==> src/rtl/smr_pkg.sv <==
// ----------------------------------------------------------------------------
// smr_pkg
// Shared types, address map and reset values of the mailbox register block.
// ----------------------------------------------------------------------------
package smr_pkg;

    typedef enum logic [1:0] {
        OP_BUS_READ   = 2'd0,
        OP_BUS_WRITE  = 2'd1,
        OP_SCRATCH_SET = 2'd2,
        OP_SCRATCH_GET = 2'd3
    } op_t;

    localparam int unsigned DATA_W  = 32;
    localparam int unsigned RAM_DEPTH = 64;
    localparam int unsigned RAM_AW  = $clog2(RAM_DEPTH);
    localparam int unsigned REG_IW  = 3;
    localparam int unsigned SCR_IW  = 5;

    // mapped bus addresses
    localparam logic [DATA_W-1:0] ADDR_M2S_CMD  = 32'h1000_F200;
    localparam logic [DATA_W-1:0] ADDR_S2M_CMD  = 32'h1000_F210;
    localparam logic [DATA_W-1:0] ADDR_MAIN_FLG = 32'h1000_F220;
    localparam logic [DATA_W-1:0] ADDR_SUB_FLG  = 32'h1000_F230;
    localparam logic [DATA_W-1:0] ADDR_CONTROL  = 32'h1000_F240;
    localparam logic [DATA_W-1:0] ADDR_DESC     = 32'h1000_F260;

    // register slots in the lower half of the state ram
    localparam logic [REG_IW-1:0] REG_M2S_CMD  = 3'd0;
    localparam logic [REG_IW-1:0] REG_S2M_CMD  = 3'd1;
    localparam logic [REG_IW-1:0] REG_MAIN_FLG = 3'd2;
    localparam logic [REG_IW-1:0] REG_SUB_FLG  = 3'd3;
    localparam logic [REG_IW-1:0] REG_CONTROL  = 3'd4;
    localparam logic [REG_IW-1:0] REG_DESC     = 3'd5;

    localparam logic [DATA_W-1:0] FLAG_RESET     = 32'h0001_0000 | 32'h0002_0000 | 32'h0004_0000;
    localparam logic [DATA_W-1:0] CONTROL_RESET  = 32'hF000_0102;
    localparam logic [DATA_W-1:0] CONTROL_FORCED = 32'hF000_0002;
    localparam logic [DATA_W-1:0] IOP_RAM_BASE_RESET = 32'd469762048;

    localparam logic [SCR_IW-1:0] SCR_RAM_BASE = 5'd2;
    localparam logic [SCR_IW-1:0] SCR_FLAG_A   = 5'd3;
    localparam logic [SCR_IW-1:0] SCR_FLAG_B   = 5'd4;

    typedef struct packed {
        logic              hit;
        logic [REG_IW-1:0] slot;
    } reg_decode_t;

    function automatic reg_decode_t decode_addr(input logic [DATA_W-1:0] addr);
        reg_decode_t d;
        d.hit  = 1'b1;
        d.slot = REG_M2S_CMD;
        case (addr)
            ADDR_M2S_CMD:  d.slot = REG_M2S_CMD;
            ADDR_S2M_CMD:  d.slot = REG_S2M_CMD;
            ADDR_MAIN_FLG: d.slot = REG_MAIN_FLG;
            ADDR_SUB_FLG:  d.slot = REG_SUB_FLG;
            ADDR_CONTROL:  d.slot = REG_CONTROL;
            ADDR_DESC:     d.slot = REG_DESC;
            default:       d.hit  = 1'b0;
        endcase
        return d;
    endfunction

    // value of a ram entry that was never written since reset
    function automatic logic [DATA_W-1:0] reset_value(input logic [RAM_AW-1:0] a);
        logic [DATA_W-1:0] v;
        v = '0;
        if (a[RAM_AW-1]) begin
            case (a[SCR_IW-1:0])
                SCR_RAM_BASE: v = IOP_RAM_BASE_RESET;
                SCR_FLAG_A:   v = FLAG_RESET;
                SCR_FLAG_B:   v = FLAG_RESET;
                default:      v = '0;
            endcase
        end else begin
            case (a[REG_IW-1:0])
                REG_MAIN_FLG: v = FLAG_RESET;
                REG_SUB_FLG:  v = FLAG_RESET;
                REG_CONTROL:  v = CONTROL_RESET;
                default:      v = '0;
            endcase
        end
        return v;
    endfunction

endpackage

==> src/rtl/smr_ram.sv <==
// ----------------------------------------------------------------------------
// smr_ram
// Generic single-write, single-read synchronous ram with registered read.
// ----------------------------------------------------------------------------
module smr_ram #(
    parameter int unsigned WIDTH = 32,
    parameter int unsigned DEPTH = 64
) (
    input  logic                     aclk,
    input  logic                     we,
    input  logic [$clog2(DEPTH)-1:0] waddr,
    input  logic [WIDTH-1:0]         wdata,
    input  logic                     re,
    input  logic [$clog2(DEPTH)-1:0] raddr,
    output logic [WIDTH-1:0]         rdata
);

    logic [WIDTH-1:0] mem [DEPTH];
    logic [WIDTH-1:0] rdata_reg;

    always_ff @(posedge aclk) begin
        if (we) begin
            mem[waddr] <= wdata;
        end
        if (re) begin
            rdata_reg <= mem[raddr];
        end
    end

    assign rdata = rdata_reg;

endmodule

==> src/rtl/subsystem_mailbox_registers.sv <==
// ----------------------------------------------------------------------------
// subsystem_mailbox_registers
// Inter-processor mailbox registers and 32-word scratch file in one state ram.
// ----------------------------------------------------------------------------
// Each request is handled in turn: the state ram is read at the accept edge and
// the modified word is written back when the result enters the output
// register, which waits while an earlier result is still held. A new request
// is taken only once the write-back is done, so requests never overlap.
// The six mapped words sit in the lower half of the ram and the scratch words
// in the upper half; per-entry valid bits supply the reset values, so no
// clearing pass is needed after reset.
module subsystem_mailbox_registers (
    input  logic        aclk,
    input  logic        aresetn,
    input  logic        s_valid,
    output logic        s_ready,
    input  logic [1:0]  s_opcode,
    input  logic [31:0] s_bus_address,
    input  logic [4:0]  s_word_index,
    input  logic [31:0] s_write_value,
    output logic        m_valid,
    input  logic        m_ready,
    output logic [31:0] m_read_data
);

    localparam int unsigned AW = smr_pkg::RAM_AW;
    localparam int unsigned DW = smr_pkg::DATA_W;

    // control state
    logic                   busy_reg, busy_next;
    logic                   m_valid_reg, m_valid_next;
    logic [smr_pkg::RAM_DEPTH-1:0] valid_reg, valid_next;

    // request held during the write-back cycle
    smr_pkg::op_t           op_reg;
    logic                   hit_reg;
    logic [AW-1:0]          addr_reg;
    logic [DW-1:0]          wval_reg;
    logic [DW-1:0]          m_read_data_reg, m_read_data_next;

    smr_pkg::op_t           s_op;
    smr_pkg::reg_decode_t   dec;
    logic                   accept;
    logic                   advance;
    logic [AW-1:0]          req_addr;
    logic                   req_hit;

    logic                   ram_we;
    logic [DW-1:0]          ram_wdata;
    logic [DW-1:0]          ram_rdata;
    logic [DW-1:0]          cur;

    assign s_op    = smr_pkg::op_t'(s_opcode);
    assign dec     = smr_pkg::decode_addr(s_bus_address);
    assign s_ready = !busy_reg;
    assign accept  = s_valid && s_ready;
    assign advance = busy_reg && (!m_valid_reg || m_ready);

    always_comb begin
        if (s_op == smr_pkg::OP_SCRATCH_SET || s_op == smr_pkg::OP_SCRATCH_GET) begin
            req_addr = {1'b1, s_word_index};
            req_hit  = 1'b1;
        end else begin
            req_addr = {{(AW-smr_pkg::REG_IW){1'b0}}, dec.slot};
            req_hit  = dec.hit;
        end
    end

    // entries never written read as their reset value
    assign cur = valid_reg[addr_reg] ? ram_rdata : smr_pkg::reset_value(addr_reg);

    always_comb begin
        ram_we           = 1'b0;
        ram_wdata        = wval_reg;
        m_read_data_next = m_read_data_reg;
        if (advance) begin
            m_read_data_next = '0;
            case (op_reg)
                smr_pkg::OP_BUS_READ: begin
                    if (hit_reg) m_read_data_next = cur;
                end
                smr_pkg::OP_BUS_WRITE: begin
                    ram_we = hit_reg;
                    case (addr_reg[smr_pkg::REG_IW-1:0])
                        smr_pkg::REG_MAIN_FLG: ram_wdata = cur | wval_reg;
                        smr_pkg::REG_SUB_FLG:  ram_wdata = cur & ~wval_reg;
                        smr_pkg::REG_CONTROL:
                            ram_wdata = (cur & ~wval_reg) | smr_pkg::CONTROL_FORCED;
                        default:               ram_wdata = wval_reg;
                    endcase
                end
                smr_pkg::OP_SCRATCH_SET: begin
                    ram_we = 1'b1;
                end
                smr_pkg::OP_SCRATCH_GET: begin
                    m_read_data_next = cur;
                end
                default: begin
                    m_read_data_next = '0;
                end
            endcase
        end
    end

    always_comb begin
        busy_next    = busy_reg;
        m_valid_next = m_valid_reg;
        valid_next   = valid_reg;
        if (m_valid_reg && m_ready) m_valid_next = 1'b0;
        if (advance) begin
            busy_next    = 1'b0;
            m_valid_next = 1'b1;
        end
        if (accept) busy_next = 1'b1;
        if (ram_we) valid_next[addr_reg] = 1'b1;
    end

    always_ff @(posedge aclk) begin
        if (!aresetn) begin
            busy_reg    <= 1'b0;
            m_valid_reg <= 1'b0;
            valid_reg   <= '0;
        end else begin
            busy_reg    <= busy_next;
            m_valid_reg <= m_valid_next;
            valid_reg   <= valid_next;
        end
    end

    always_ff @(posedge aclk) begin
        if (accept) begin
            op_reg   <= s_op;
            hit_reg  <= req_hit;
            addr_reg <= req_addr;
            wval_reg <= s_write_value;
        end
        m_read_data_reg <= m_read_data_next;
    end

    smr_ram #(
        .WIDTH (DW),
        .DEPTH (smr_pkg::RAM_DEPTH)
    ) u_state_ram (
        .aclk  (aclk),
        .we    (ram_we),
        .waddr (addr_reg),
        .wdata (ram_wdata),
        .re    (accept),
        .raddr (req_addr),
        .rdata (ram_rdata)
    );

    assign m_valid     = m_valid_reg;
    assign m_read_data = m_read_data_reg;

endmodule

==> config.mk <==
export PLATFORM = sky130hd
export DESIGN_NAME = subsystem_mailbox_registers
export DESIGN_NICKNAME = d
export VERILOG_FILES = /design/src/rtl/smr_pkg.sv /design/src/rtl/smr_ram.sv /design/src/rtl/subsystem_mailbox_registers.sv
export SDC_FILE = /design/constraint.sdc
export NUM_CORES = 2
export LEC_CHECK = 0
export BUFFER_PORTS_ARGS = -buffer_cell sky130_fd_sc_hd__buf_2
export CORE_MARGIN = 2
export CORE_UTILIZATION = 30
export DETAILED_ROUTE_END_ITERATION = 16
export GPL_TIMING_DRIVEN = 0
export PLACE_DENSITY = 0.51
export SYNTH_ARGS = -nofsm -noshare
export SYNTH_HDL_FRONTEND = slang
export SYNTH_SLANG_ARGS = --single-unit
==> constraint.sdc <==
create_clock -name aclk -period 6.7 [get_ports aclk]
set_input_delay 0.335 -clock aclk [delete_from_list [all_inputs] [get_ports aclk]]
set_output_delay 0.335 -clock aclk [all_outputs]
set_load 0.01 [all_outputs]
==> flow_summary.json <==
{
  "mapped_cell_area_um2": 56200,
  "dominantRegCellSynth": "sky130_fd_sc_hd__edfxtp_1",
  "design.core.area_um2": 186000,
  "nNetsFinal": 3899,
  "drt-total-wl_um": 176000,
  "final_core_utilization_pct": 36.1,
  "grt_antenna_before_repair": 7,
  "post-synth-top-area-fraction_pct": 73.9,
  "slew_headroom_pct": -8.70,
  "cts_setup_buffers": 0,
  "insertion_delay_ns": 0.81,
  "top_level_ports": 109,
  "power_dens_cells_nw_per_um2": 289,
  "track_usage_pct": 18.0,
  "endpoint_kind_of_the_worst_setup_timing_path": "register",
  "critical_path_peak_fanout": 40,
  "drive_above_1_share_pct": 15.3,
  "timing.reg2reg.setup_slack_ns": 0.80,
  "seq_area_frac_synth_pct": 76.3,
  "cts_tree": "built",
  "drc": 0,
  "route.detailed.wl_per_inst_um": 27.3,
  "finalHoldViolCount": 0,
  "cts-root-buf": "sky130_fd_sc_hd__clkbuf_16",
  "grt_setup_unrepaired": "false",
  "synthDistinctLibCells": 66,
  "critPathRequiredTime_ns": 7.16,
  "cts.sinks": 1451,
  "cap_violations": 2,
  "max-vdd-ir-drop_v": 0.000302,
  "largest_reg_flops": 1280,
  "leakage_power_nw": 21.8,
  "synthesis.instances": 3431,
  "cts.repair.resized": 0,
  "worstHoldPathType": "input pin to register",
  "signed_area_change_from_the_synthesized_netlist_to_the_final_layout_pct": 19.2,
  "timing.rr.end": "u_state_ram.mem[4][19]",
  "period_minus_slack_ns": 5.90,
  "first_iter_violations": 3448,
  "worstHoldStart": "s_bus_address[13]",
  "grt_start_max_net_pins": 41,
  "timing.final.crit_share_pct": 88.1,
  "cts.path.max_buffers": 3,
  "final_cell_count_no_fill": 6430,
  "gr-total-overflow": 0,
  "detailed_place_hpwl_um": 119000,
  "hold_path_depth": 4,
  "dp_worst_setup_slack_ns": 0.476,
  "finalClockSkew_ns": 0.0368,
  "syn_nets": 3510,
  "placement.io_buffers": 106,
  "yosysMostFrequentCell": "sky130_fd_sc_hd__edfxtp_1",
  "tritoncts.num_buffers": 153,
  "synthArstFlopShare_pct": 0,
  "worst_slack_ns": 0.798,
  "placed_cells_incl_taps": 6104,
  "place_congestion": 0.854,
  "drt_pre_antenna_iters": 5,
  "slew_violations": 4,
  "synth_top_cells_by_area": "sky130_fd_sc_hd__edfxtp_1 (74%), sky130_fd_sc_hd__mux2i_1 (8.5%), sky130_fd_sc_hd__dfxtp_1 (2.3%)",
  "via_density_per_instance": 5.10,
  "grt_first_pass_wirelength_um": 244000,
  "final.hold.worst_slack_ns": 0.103,
  "yosys.area.top_type": "sky130_fd_sc_hd__edfxtp_1",
  "synth-edff-count": 1385,
  "floorplan.initialDensity_pct": 30.3,
  "cts.reportedPaths.clkPinSlew_ns": 0.07,
  "path_class": "register to register",
  "placement_rows": 158,
  "antenna_violating_nets_post_route": 0,
  "num_vias": 32773,
  "setup_viol": 0,
  "avgSynthCellArea_um2": 16.4,
  "cts_htree_levels": 4,
  "r2r-start": "addr_reg[2]",
  "yosys_warnings": 0,
  "crit_path_start_kind": "register",
  "yosys-top-cells-count": "sky130_fd_sc_hd__edfxtp_1 (1,385), sky130_fd_sc_hd__mux2i_1 (477), sky130_fd_sc_hd__nand2_1 (351), sky130_fd_sc_hd__o22ai_1 (164), sky130_fd_sc_hd__nand3_1 (131)",
  "worst-slew-pin-transition_ns": 1.62,
  "grt_pass1_vias": 31891,
  "run_status": "finished with violations",
  "timing.fmax_mhz": 169,
  "crit_arrival_ns": 6.36,
  "violations": "max-capacitance violations, max-slew violations",
  "min_delay_worst_endpoint": "hit_reg",
  "die_y_um": 437,
  "dieArea_um2": 191000,
  "reg2reg_depth": 10,
  "ys_seq_elements": 1451,
  "die_width_um": 437
}
==> metrics by stage <==
step,cell area (um^2),power (W),setup TNS (ns)
after floorplan,56200,0.0108,0
final,67100,0.0194,0
after detailed placement,61800,0.0112,0
after CTS,67000,0.0195,0
after global routing,67100,0.0199,0
after global placement,59900,0.0112,-2898.32
==> power breakdown <==
| group | internal [W] | leakage (nW) | switching [W] |
|---|---|---|---|
| Combinational | 0.000296 | 6.33 | 0.000719 |
| Sequential | 0.0100 | 13.1 | 0.0000344 |
| Clock | 0.00474 | 2.37 | 0.00359 |
| Total | 0.0151 | 21.8 | 0.00434 |
==> routing by layer <==
metal  up-vias  track usage [%]  part of all wire [%]  routed length (um)
met1     17061             23.9                    42               73600
li1      14302                -                     -                   -
met2      1163             30.3                    49               85800
met5         -                0                     0                   0
met3       247             2.62                   6.1               10700
met4         0             5.87                   3.1                5500
==> worst max path at each step <==
stage | startpoint | to | slack, ns | depth (start not counted)
global placement | m_ready | u_state_ram.mem[4][31] | -3.50 | 6
CTS | addr_reg[0] | u_state_ram.mem[60][23] | 0.44 | 10
global route | addr_reg[0] | u_state_ram.mem[6][13] | 0.72 | 10
finish | addr_reg[2] | u_state_ram.mem[4][19] | 0.80 | 10
detailed placement | addr_reg[0] | u_state_ram.mem[1][23] | 0.48 | 10
floorplan | addr_reg[2] | u_state_ram.mem[0][16] | 1.23 | 9
==> logic make-up (layout without fill, tap and decap cells) <==
family	count (synthesis)	count (layout)	share of synthesized area, %
flip-flops	1451	1451	76.3
AND/OR/NAND/NOR	739	739	6.03
AO/OA/AOI/OAI	517	517	6.24
multiplexers	514	514	9.39
buffers and inverters	206	722	1.95
adder cells (fa/ha/maj)	4	4	0.0890
other	0	3	0
==> critical path: stages, from the launching register on <==
cell	delay, ns
sky130_fd_sc_hd__edfxtp_1	0.50
sky130_fd_sc_hd__clkbuf_1	0.59
sky130_fd_sc_hd__inv_1	0.28
sky130_fd_sc_hd__clkbuf_1	0.32
sky130_fd_sc_hd__o21ai_0	0.21
sky130_fd_sc_hd__o21ai_0	0.18
sky130_fd_sc_hd__a31o_2	0.31
sky130_fd_sc_hd__clkbuf_1	0.37
sky130_fd_sc_hd__a21oi_1	0.81
sky130_fd_sc_hd__clkbuf_1	0.98
sky130_fd_sc_hd__a22o_2	0.92
==> cell type report <==
class	instances	area, um^2
antenna	3	7.51
clock inverter	81	756
inverter	16	65.1
fill	17604	119000
timing repair buffer	234	2360
buffer	190	1030
clock buffer	201	4110
tap	2480	3100
sequential	1451	42900
multi-input combinational	1774	12700
==> cells in the final DEF (no fill, tap or decap), types with 52 or more instances in the layout <==
| master | n |
|---|---|
| sky130_fd_sc_hd__buf_4 | 52 |
| sky130_fd_sc_hd__clkbuf_1 | 143 |
| sky130_fd_sc_hd__o21a_1 | 64 |
| sky130_fd_sc_hd__mux2i_1 | 477 |
| sky130_fd_sc_hd__o22ai_1 | 164 |
| sky130_fd_sc_hd__buf_2 | 133 |
| sky130_fd_sc_hd__edfxtp_1 | 1385 |
| sky130_fd_sc_hd__a21oi_1 | 94 |
| sky130_fd_sc_hd__nand3_1 | 131 |
| sky130_fd_sc_hd__dfxtp_1 | 66 |
| sky130_fd_sc_hd__clkbuf_16 | 156 |
| sky130_fd_sc_hd__nand2_1 | 351 |
==> timing repair <==
item                                    CTS  global route
hold buffers                             41             0
hold endpoints to repair                 64             0
endpoints found under the setup margin    0             0
Power figures use the tool's default switching activity.
